--- src/sv/dqr_pkg.sv ---
package dqr_pkg;

   // Number of cells in the chain and the width of a stored value.
   localparam int DEPTH       = 16;
   localparam int VALUE_WIDTH = 16;

   // Field widths fixed by the stream format.
   localparam int OP_WIDTH     = 3;
   localparam int KEY_WIDTH    = 16;
   localparam int STATUS_WIDTH = 2;
   localparam int CNT_OUT_W    = 5;
   localparam int REQ_BYTES_W  = 24;
   localparam int RSP_BYTES_W  = 24;

   // Values are masked to the port width, so a cell never needs more bits than that.
   localparam int ENTRY_WIDTH = (VALUE_WIDTH < KEY_WIDTH) ? VALUE_WIDTH : KEY_WIDTH;
   localparam int COUNT_WIDTH = $clog2(DEPTH + 1);

   typedef logic [ENTRY_WIDTH-1:0] entry_type;
   typedef logic [COUNT_WIDTH-1:0] count_type;

   typedef enum logic [OP_WIDTH-1:0] {
      OP_PUSH_FRONT = 3'd0,
      OP_PUSH_REAR  = 3'd1,
      OP_POP_REAR   = 3'd2,
      OP_POP_FRONT  = 3'd3,
      OP_REMOVE     = 3'd4,
      OP_PEEK_FRONT = 3'd5,
      OP_PEEK_REAR  = 3'd6
   } op_type;

   typedef enum logic [STATUS_WIDTH-1:0] {
      ST_OK        = 2'd0,
      ST_EMPTY     = 2'd1,
      ST_FULL      = 2'd2,
      ST_NOT_FOUND = 2'd3
   } status_type;

   // Commands broadcast from the control logic to every cell of the chain.
   typedef struct packed {
      logic shift_right;  // push at the front
      logic shift_left;   // pop at the front
      logic remove;       // close the gap at the first match
      logic load_rear;    // push at the rear
      logic drop_rear;    // pop at the rear
   } cell_ctrl_type;

endpackage

--- src/sv/dqr_cell.sv ---
module dqr_cell (
   input  logic                   clock,
   input  logic                   reset,
   input  dqr_pkg::cell_ctrl_type ctrl,
   input  dqr_pkg::entry_type     key,
   input  dqr_pkg::entry_type     left_data,
   input  logic                   left_valid,
   input  dqr_pkg::entry_type     right_data,
   input  logic                   right_valid,
   input  logic                   match_in,
   input  dqr_pkg::entry_type     rear_in,
   output dqr_pkg::entry_type     data,
   output logic                   valid,
   output logic                   match_out,
   output dqr_pkg::entry_type     rear_out
);

   dqr_pkg::entry_type data_ff, data_in;
   logic               valid_ff, valid_in;
   logic               hit;
   logic               is_last;

   assign hit       = valid_ff && (data_ff == key);
   assign match_out = match_in | hit;
   assign is_last   = valid_ff && !right_valid;
   assign rear_out  = rear_in | (is_last ? data_ff : '0);

   always_comb begin
      data_in  = data_ff;
      valid_in = valid_ff;
      if (ctrl.shift_right) begin
         data_in  = left_data;
         valid_in = left_valid;
      end else if (ctrl.shift_left || (ctrl.remove && match_out)) begin
         // Every cell at or behind the removed entry takes its rear neighbor's word.
         data_in  = right_data;
         valid_in = right_valid;
      end else if (ctrl.load_rear && !valid_ff && left_valid) begin
         data_in  = key;
         valid_in = 1'b1;
      end else if (ctrl.drop_rear && is_last) begin
         valid_in = 1'b0;
      end
   end

   always_ff @(posedge clock) begin
      data_ff <= data_in;
      if (reset) begin
         valid_ff <= 1'b0;
      end else begin
         valid_ff <= valid_in;
      end
   end

   assign data  = data_ff;
   assign valid = valid_ff;

endmodule

--- src/sv/deque_with_remove_by_value.sv ---
// Each response word is registered: it is loaded on the clock edge that accepts its request.
// Throughput: one word per cycle; a response held by a stalled consumer blocks new requests
// only while it is not being taken, since the response register refills in the same cycle.
// The rate is set by the cell chain, where all cells compare and shift together.
// Reset (synchronous, active high) empties the queue and drops any pending response.
module deque_with_remove_by_value (
   input  logic                              clock,
   input  logic                              reset,
   // Request stream.
   input  logic                              req_tvalid,
   output logic                              req_tready,
   // [2:0] opcode, [18:3] value, [23:19] zero
   input  logic [dqr_pkg::REQ_BYTES_W-1:0]   req_tdata,
   // Response stream.
   output logic                              rsp_tvalid,
   input  logic                              rsp_tready,
   // [1:0] status, [17:2] out_value, [22:18] count, [23] zero
   output logic [dqr_pkg::RSP_BYTES_W-1:0]   rsp_tdata
);

   localparam int D = dqr_pkg::DEPTH;

   // Request fields. The value is masked to the width a cell stores.
   dqr_pkg::op_type    op;
   dqr_pkg::entry_type key;
   logic               req_take;

   assign op       = dqr_pkg::op_type'(req_tdata[dqr_pkg::OP_WIDTH-1:0]);
   assign key      = req_tdata[dqr_pkg::OP_WIDTH +: dqr_pkg::ENTRY_WIDTH];
   assign req_take = req_tvalid && req_tready;

   // Occupancy count, kept beside the chain for the status and count fields.
   dqr_pkg::count_type count_ff, count_in;
   logic               is_empty, is_full;

   assign is_empty = (count_ff == '0);
   assign is_full  = (count_ff == dqr_pkg::COUNT_WIDTH'(D));

   // The chain of cells. Cell 0 is the front. Match and rear values ripple from front to rear.
   dqr_pkg::cell_ctrl_type ctrl;
   dqr_pkg::entry_type     cell_data  [D];
   logic                   cell_valid [D];
   logic                   match_chain[D+1];
   dqr_pkg::entry_type     rear_chain [D+1];

   assign match_chain[0] = 1'b0;
   assign rear_chain[0]  = '0;

   for (genvar i = 0; i < D; i++) begin : g_cell
      dqr_pkg::entry_type left_data, right_data;
      logic               left_valid, right_valid;

      if (i == 0) begin : g_front
         // A push at the front shifts the key in; a rear push into an empty queue lands here.
         assign left_data  = key;
         assign left_valid = 1'b1;
      end else begin : g_inner_left
         assign left_data  = cell_data[i-1];
         assign left_valid = cell_valid[i-1];
      end

      if (i == D - 1) begin : g_rear
         assign right_data  = '0;
         assign right_valid = 1'b0;
      end else begin : g_inner_right
         assign right_data  = cell_data[i+1];
         assign right_valid = cell_valid[i+1];
      end

      dqr_cell u_cell (
         .clock       (clock),
         .reset       (reset),
         .ctrl        (ctrl),
         .key         (key),
         .left_data   (left_data),
         .left_valid  (left_valid),
         .right_data  (right_data),
         .right_valid (right_valid),
         .match_in    (match_chain[i]),
         .rear_in     (rear_chain[i]),
         .data        (cell_data[i]),
         .valid       (cell_valid[i]),
         .match_out   (match_chain[i+1]),
         .rear_out    (rear_chain[i+1])
      );
   end

   // Decode the opcode into cell commands, the response fields and the next count.
   // Failing operations (push when full, pop when empty, removal without a match) leave the
   // chain alone. The removed value equals the key, so the key is returned for a removal.
   dqr_pkg::status_type status;
   dqr_pkg::entry_type  result;
   logic                found;

   assign found = match_chain[D];

   always_comb begin
      ctrl     = '0;
      status   = dqr_pkg::ST_OK;
      result   = '0;
      count_in = count_ff;
      unique case (op)
         dqr_pkg::OP_PUSH_FRONT: begin
            if (is_full) begin
               status = dqr_pkg::ST_FULL;
            end else begin
               ctrl.shift_right = req_take;
               count_in         = count_ff + 1'b1;
            end
         end
         dqr_pkg::OP_PUSH_REAR: begin
            if (is_full) begin
               status = dqr_pkg::ST_FULL;
            end else begin
               ctrl.load_rear = req_take;
               count_in       = count_ff + 1'b1;
            end
         end
         dqr_pkg::OP_POP_REAR: begin
            if (is_empty) begin
               status = dqr_pkg::ST_EMPTY;
            end else begin
               ctrl.drop_rear = req_take;
               result         = rear_chain[D];
               count_in       = count_ff - 1'b1;
            end
         end
         dqr_pkg::OP_POP_FRONT: begin
            if (is_empty) begin
               status = dqr_pkg::ST_EMPTY;
            end else begin
               ctrl.shift_left = req_take;
               result          = cell_data[0];
               count_in        = count_ff - 1'b1;
            end
         end
         dqr_pkg::OP_REMOVE: begin
            if (found) begin
               ctrl.remove = req_take;
               result      = key;
               count_in    = count_ff - 1'b1;
            end else begin
               status = dqr_pkg::ST_NOT_FOUND;
            end
         end
         dqr_pkg::OP_PEEK_FRONT: begin
            if (is_empty) begin
               status = dqr_pkg::ST_EMPTY;
            end else begin
               result = cell_data[0];
            end
         end
         dqr_pkg::OP_PEEK_REAR: begin
            if (is_empty) begin
               status = dqr_pkg::ST_EMPTY;
            end else begin
               result = rear_chain[D];
            end
         end
         default: begin
            // The unused opcode changes nothing and answers ok with a zero value.
         end
      endcase
   end

   // Response register. It accepts a new word whenever it is empty or being drained.
   logic                            rsp_valid_ff, rsp_valid_in;
   logic [dqr_pkg::RSP_BYTES_W-1:0] rsp_data_ff, rsp_data_in;

   assign req_tready = !rsp_valid_ff || rsp_tready;

   always_comb begin
      rsp_valid_in = rsp_valid_ff && !rsp_tready;
      rsp_data_in  = rsp_data_ff;
      if (req_take) begin
         rsp_valid_in = 1'b1;
         rsp_data_in  = {1'b0,
                         dqr_pkg::CNT_OUT_W'(count_in),
                         dqr_pkg::KEY_WIDTH'(result),
                         status};
      end
   end

   always_ff @(posedge clock) begin
      rsp_data_ff <= rsp_data_in;
      if (reset) begin
         rsp_valid_ff <= 1'b0;
         count_ff     <= '0;
      end else begin
         rsp_valid_ff <= rsp_valid_in;
         if (req_take) begin
            count_ff <= count_in;
         end
      end
   end

   assign rsp_tvalid = rsp_valid_ff;
   assign rsp_tdata  = rsp_data_ff;

endmodule

--- config.mk ---
export PLATFORM = sky130hd
export DESIGN_NAME = deque_with_remove_by_value
export DESIGN_NICKNAME = d
export VERILOG_FILES = /design/src/sv/dqr_pkg.sv /design/src/sv/dqr_cell.sv /design/src/sv/deque_with_remove_by_value.sv
export SDC_FILE = /design/constraint.sdc
export NUM_CORES = 1
export LEC_CHECK = 0
export ABC_CLOCK_PERIOD_IN_PS = 8450
export BUFFER_PORTS_ARGS = -buffer_cell sky130_fd_sc_hd__buf_2
export CORE_UTILIZATION = 35
export CTS_BUF_LIST = sky130_fd_sc_hd__clkbuf_2
export DETAILED_ROUTE_END_ITERATION = 7
export MAX_ROUTING_LAYER = met4
export PLACE_DENSITY_LB_ADDON = 0.08
export REMOVE_ABC_BUFFERS = 1
export SKIP_LAST_GASP = 1
export SLEW_MARGIN = 40
export SYNTH_ARGS = -nofsm -noshare
export SYNTH_HDL_FRONTEND = slang
export SYNTH_SLANG_ARGS = --single-unit
--- constraint.sdc ---
create_clock -name clock -period 8.45 [get_ports clock]
set_input_delay 2.1125 -clock clock [delete_from_list [all_inputs] [get_ports clock]]
set_output_delay 2.1125 -clock clock [all_outputs]
set_load 0.02 [all_outputs]
==> flow_summary.ini, run 1 <==
[final_layout]
regArea_mm2 = 0.00882
fillers = 6590
area_growth_pct = 7.75
nets = 2464
drive_gt1_share_pct = 16.2
multi_input_area_mm2 = 0.0128

[pwr]
p_int_mw = 2.44
p_leak_nw = 8.65
p_per_area_mw_per_mm2 = 153
vdd_ir_drop_max_v = 0.0000771
sequentialPowerShare_pct = 46.9
switchingPower_mw = 1.34
switching_share_pct = 35.4
power.share.clock_pct = 34.3
combPwrFrac_pct = 18.8

[timing]
min_period_ns = 5.51
setup_tns_ns = 0
worstMarginPinSlew_ns = 0.906
finalHoldViolCount = 0
drv_slew = 0
max-slew-margin-rel_pct = 39.4
rsz0062_at_grt = false
fin_skew_ns = 0.106
finalWorstSetupSlack_ns = 2.94
setup_viol = 0
fmax_mhz = 181
finalCritPeriodShare_pct = 65.2

[setup_path]
worstSetupStartpointType = input pin
arrival_ns = 6.26
critical_path_class = in2reg
r2r_cells = 13
reg2reg_slack_ns = 3.89
required_ns = 9.20
cp_max_fo = 19
reg2reg_to = g_cell[6].u_cell.data[15]$_DFFE_PP_
end_kind = flop
worstReg2RegStart = count_ff[0]$_SDFFE_PP0P_

[die]
start_util_pct = 35.5
dieWidth_um = 258
die_y_um = 258
placeableCoreArea_mm2 = 0.0646
pin_count = 54
die_area_mm2 = 0.0665
fp-row-count = 93

[clock_network]
root_buffer = clkbuf_2
clkTransAtPathRegs_ns = 0.09
insertion_delay_ns = 1.18
cts_buffers = 95
cts_tree = done
ctsResizeCount = 0
holdBufCountCts = 0
cts_buffer_depth = 3
cts_sinks = 301
post_cts_buffers = 0
h-tree-depth = 3

[yosys]
ys_warn_count = 0
netlist_area_mm2 = 0.0229
synth-main-ff-cell = edfxtp_1
synth_area_per_cell_um2 = 9.38
ys_seq_area_share_pct = 38.5
synthArstFlopShare_pct = 0
synth_edf_count = 279
netlist_instances = 2442
ys_seq_elements = 301
synth.distinct_cells = 93

[worst_hold_path]
min_from = rsp_tvalid$_SDFF_PP0_
hp-class = reg2reg
hold_path_depth = 2
min_to = rsp_tvalid$_SDFF_PP0_

[detailed_routing]
first_pass_iters = 7
antenna_left = 0
drt_iter0_markers = 3225
vias_per_cell = 6.73
wl_um = 117000
wl_per_cell_um = 34.8
drc = 0
vias = 22600

[grt]
grt_util_all_layers_pct = 35.3
grt_pass1_vias = 21400
antenna_found_initial = 2
grt_max_degree = 129
grt_pass1_wl_um = 164000
grt_overflow_total = 0

[placed_design]
gp_congestion = 0.952
dp_slack_ns = 1.81
dp_hpwl_um = 85200
portBuffers = 47

[flow_run]
maxCapViolCount = 0

[status]
outcome = finished, final reports clean
[cell usage after synthesis, types with 53 or more instances]
library cell,count,share of area (%)
a21oi_1,74,1.6
a221o_1,53,2.3
a22oi_1,124,4.1
clkbuf_1,131,2.1
edfxtp_1,279,37
inv_1,78,1.3
nand2_1,184,3.0
nand3_1,80,1.7
nand4_1,74,2.0
nor2_1,167,2.7
nor3_1,95,2.1
o21ai_0,98,2.1
o221ai_1,66,2.5
xnor2_1,161,6.2
xor2_1,103,3.9
[power by group through the flow]
stage / clock network (mW) / logic (mW) / registers, mW
after floorplan: 0 / 0.392 / 1.78
after global placement: 0 / 0.678 / 1.80
after detailed placement: 0 / 0.682 / 1.80
after CTS: 1.31 / 0.686 / 1.77
after global routing: 1.38 / 0.741 / 1.77
final: 1.29 / 0.709 / 1.77
[cell families after synthesis]
family,share of synthesized area [%]
AO/OA/AOI/OAI,23.3
XOR/XNOR,10.1
adder cells (fa/ha/maj),0.109
buffers and inverters,6.14
flip-flops,38.5
multiplexers,2.37
other,0.0164
AND/OR/NAND/NOR,19.5
[worst max path at each step]
stage                  startpoint                              endpoint  slack (ns)
floorplan              rsp_tready    g_cell[6].u_cell.data[0]$_DFFE_PP_      -14.46
global route        req_tdata[14]    g_cell[0].u_cell.data[8]$_DFFE_PP_        2.96
detailed placement  req_tdata[12]  g_cell[10].u_cell.data[12]$_DFFE_PP_        1.81
finish               req_tdata[6]    g_cell[0].u_cell.data[8]$_DFFE_PP_        2.94
global placement     req_tdata[6]   g_cell[0].u_cell.data[11]$_DFFE_PP_        1.77
CTS                 req_tdata[12]  g_cell[10].u_cell.data[12]$_DFFE_PP_        3.02
[layer usage]
layer	GRT usage, %	routed length (µm)	vias up
met5	-	0	-
met4	13.9	5060	0
met3	5.64	11200	249
met2	52.4	51200	1523
li1	-	-	9449
met1	47.9	49500	11400
[cell type report]
class / count / area share, %
timing repair buffer: 119 / 3.29
clock inverter: 21 / 0.614
multi-input combinational: 1839 / 51.9
tap: 855 / 4.34
sequential: 301 / 35.7
inverter: 78 / 1.19
clock buffer: 144 / 2.92
antenna: 3 / 0.0304
[metrics by stage]
stage	power, mW	cell area (µm²)	hold WS (ns)	utilization (%)	std cells
final	3.77	24700	0.530	38.2	3360
after CTS	3.77	24600	0.540	38.2	3357
after global placement	2.48	23700	0.503	36.7	3190
after global routing	3.90	24700	0.574	38.2	3358
after floorplan	2.17	21800	0.481	-	2218
after detailed placement	2.48	23800	0.526	36.8	3192
[critical path, stage by stage]
cell	delay, ns
buf_2	0.49
xor2_1	0.48
or4_1	0.20
nor3b_1	0.05
a22oi_1	0.53
buf_2	0.26
nand4_2	0.25
o31ai_4	0.54
buf_4	0.25
o21ai_2	0.05
buf_4	0.25
or3_2	0.73
[layout by cell type, fill, tap and decap left out, types with 74 or more instances in the layout]
| master | netlist | layout |
|---|---|---|
| nand2_1 | 184 | 176 |
| nor3_1 | 95 | 93 |
| inv_1 | 78 | 78 |
| nand3_1 | 80 | 77 |
| clkbuf_2 | 0 | 144 |
| edfxtp_1 | 279 | 279 |
| nand4_1 | 74 | 74 |
| o21ai_0 | 98 | 97 |
| xor2_1 | 103 | 103 |
| a22oi_1 | 124 | 124 |
| nor2_1 | 167 | 166 |
| xnor2_1 | 161 | 161 |
[registers in the layout (all words and copies together) (netlist names)]
signal,count
g_cell.u_cell.valid,16
rsp_tvalid,1
count_ff,5
rsp_tdata,23
g_cell.u_cell.data,256
No activity file was read; power rests on OpenSTA's default activity.
==> inputs of run 2 (changes only) <==
--- a/config.mk
+++ b/config.mk
@@ -5,7 +5,8 @@
 export SDC_FILE = /design/constraint.sdc
 export NUM_CORES = 1
 export LEC_CHECK = 0
-export ABC_CLOCK_PERIOD_IN_PS = 8450
+export ABC_AREA = 1
+export ABC_CLOCK_PERIOD_IN_PS = 5500
 export BUFFER_PORTS_ARGS = -buffer_cell sky130_fd_sc_hd__buf_2
 export CORE_UTILIZATION = 35
 export CTS_BUF_LIST = sky130_fd_sc_hd__clkbuf_2
==> constraint.sdc (replaced) <==
create_clock -name clock -period 5.5 [get_ports clock]
set_input_delay 1.375 -clock clock [delete_from_list [all_inputs] [get_ports clock]]
set_output_delay 1.375 -clock clock [all_outputs]
set_load 0.02 [all_outputs]
==> flow_summary.ini, run 2 <==
[detailed_routing]
drt_iter0_markers = 4021
wl_met1_um = 54300
wl_met3_um = 15400
wl_per_cell_um = 30.4
route.top_layer_used = met4
vias = 27100
drc = 0
vias_per_cell = 6.14
dr_wl_met2_um = 58000
antenna_left = 0
wl_um = 135000
first_pass_iters = 6

[setup_path]
end_kind = flop
critical_path_class = reg2reg
worstSetupStartpointType = flop
reg2reg_to = rsp_tdata[16]$_DFFE_PP_
cp_max_fo = 8
r2r_cells = 10
startpoint = g_cell[3].u_cell.valid$_SDFFE_PP0P_
reg2reg_slack_ns = 1.07
endpoint = rsp_tdata[16]$_DFFE_PP_
worstReg2RegStart = g_cell[3].u_cell.valid$_SDFFE_PP0P_
arrival_ns = 5.33
required_ns = 6.40

[pwr]
vdd_ir_drop_max_v = 0.000111
p_per_area_mw_per_mm2 = 224
p_total_mw = 6.00
p_leak_nw = 12.0

[clock_network]
clkTransAtPathRegs_ns = 0.11
holdBufCountCts = 0
h-tree-depth = 3
cts_sinks = 301
post_cts_buffers = 0
cts_buffers = 94
cts_buffer_depth = 3
insertion_delay_ns = 1.17
root_buffer = clkbuf_2
cts_tree = done
ctsResizeCount = 0

[yosys]
yosys.area.top_type = edfxtp_1
ys_seq_elements = 301
synth_mux_area_share_pct = 0
synth_area_per_cell_um2 = 6.96
ys_warn_count = 0
ys_seq_area_share_pct = 38.5
netlist_area_mm2 = 0.0229
synth-main-ff-cell = edfxtp_1
synth_area_leaders = edfxtp_1 (37%), nand2_1 (12%), nand3_1 (10%)
synth-xor-area-share_pct = 2.37
synthSimpleGateAreaFrac_pct = 31.8
synthTopCellsByCount = nand2_1 (763), nand3_1 (472), inv_1 (362), o21ai_0 (307), edfxtp_1 (279)
synth_top_area_share_pct = 36.5
synth_compound_area_share_pct = 16.9
netlist_instances = 3295
synth.most_common_cell = nand2_1
synthArstFlopShare_pct = 0
synth_edf_count = 279
synthAdderAreaFrac_pct = 0.109
synth_top_family_by_area = simple AND/OR/NAND/NOR gates
synth.distinct_cells = 47

[timing]
worstMarginPinSlew_ns = 1.00
fmax_mhz = 226
finalCritPeriodShare_pct = 80.6
whs_ns = 0.461
min_period_ns = 4.43
finalHoldViolCount = 0
setup_tns_ns = 0
finalWorstSetupSlack_ns = 1.07
max-slew-margin-rel_pct = 33.3
drv_slew = 0
rsz0062_at_grt = false
setup_viol = 0
fin_skew_ns = 0.0886

[placed_design]
portBuffers = 47
placed_cell_area_mm2 = 0.0259
dp_hpwl_um = 103000
gp_congestion = 1.02
dp_slack_ns = 0.121

[die]
start_util_pct = 35.5
pin_count = 54
die_y_um = 258
placeableCoreArea_mm2 = 0.0646
die_area_mm2 = 0.0665
dieWidth_um = 258
fp-row-count = 93

[worst_hold_path]
hp-class = in2reg

[final_layout]
nets = 3522
regArea_mm2 = 0.00882
final_common_cell = nand2_1
area_growth_pct = 16.9
drive_gt1_share_pct = 14.0
final_area_mm2 = 0.0268
fillers = 6908
most-common-layout-cells = nand2_1 (762), nand3_1 (472), inv_1 (360), o21ai_0 (307), edfxtp_1 (279)
largest_reg_flops = 256
multi_input_area_mm2 = 0.0118

[grt]
grt_overflow_total = 0
grt_util_all_layers_pct = 40.9
grt_pass1_wl_um = 189000
grt_max_degree = 146
grt_pass1_vias = 25200
antenna_found_initial = 6

[flow_run]
maxCapViolCount = 0

[status]
outcome = finished, final reports clean
-- run 2: per-stage QoR --
step | instances | util (%)
after floorplan | 3082 | -
after global placement | 4250 | 40.0
after detailed placement | 4251 | 40.1
after CTS | 4416 | 41.5
after global routing | 4420 | 41.5
final | 4420 | 41.5
-- run 2: layout make-up --
| type | instances | share of cell area, % |
|---|---|---|
| antenna | 4 | 0.0373 |
| clock buffer | 138 | 2.58 |
| clock inverter | 27 | 0.803 |
| inverter | 378 | 5.34 |
| multi-input combinational | 2403 | 44.0 |
| sequential | 301 | 32.9 |
| tap | 855 | 3.99 |
| timing repair buffer | 314 | 10.4 |
-- run 2: worst min-delay path by stage --
| stage | from | slack, ns | endpoint | depth (start not counted) |
|---|---|---|---|---|
| after floorplan | g_cell[0].u_cell.valid$_SDFFE_PP0P_ | 0.51 | g_cell[1].u_cell.valid$_SDFFE_PP0P_ | 2 |
| after global placement | rsp_tvalid$_SDFF_PP0_ | 0.49 | rsp_tvalid$_SDFF_PP0_ | 2 |
| after detailed placement | rsp_tvalid$_SDFF_PP0_ | 0.50 | rsp_tvalid$_SDFF_PP0_ | 2 |
| after CTS | req_tvalid | 0.39 | rsp_tvalid$_SDFF_PP0_ | 3 |
| after global routing | req_tvalid | 0.48 | rsp_tvalid$_SDFF_PP0_ | 3 |
| final | req_tvalid | 0.46 | rsp_tvalid$_SDFF_PP0_ | 3 |
-- run 2: per-layer routing --
metal	up-vias	GRT usage [%]
li1	11900	-
met1	13000	53.8
met2	1954	60.0
met3	329	8.29
met4	0	19.5
met5	-	-
-- run 2: worst max-delay path, stage by stage (launching register included) --
cell	delay, ns
dfxtp_1	0.52
inv_1	0.10
nand2_1	0.42
o22ai_1	0.26
a221oi_1	0.78
o211ai_1	0.44
a21oi_1	0.35
o2111ai_1	0.34
a2111oi_0	0.62
buf_4	0.25
o211ai_1	0.08
-- run 2: cell families after synthesis --
group,Yosys count
AOI/OAI and AO/OA,673
adders and majority gates,2
xor gates and xnor gates,62
DFF,301
and+or+nand+nor,1665
buffers and inverters,591
other,1
-- run 2: power breakdown --
group / switching [mW] / internal [mW] / total [mW]
clock: 1.21 / 0.858 / 2.07
sequential: 0.0630 / 2.60 / 2.66
combinational: 0.906 / 0.364 / 1.27
total: 2.18 / 3.82 / 6.00
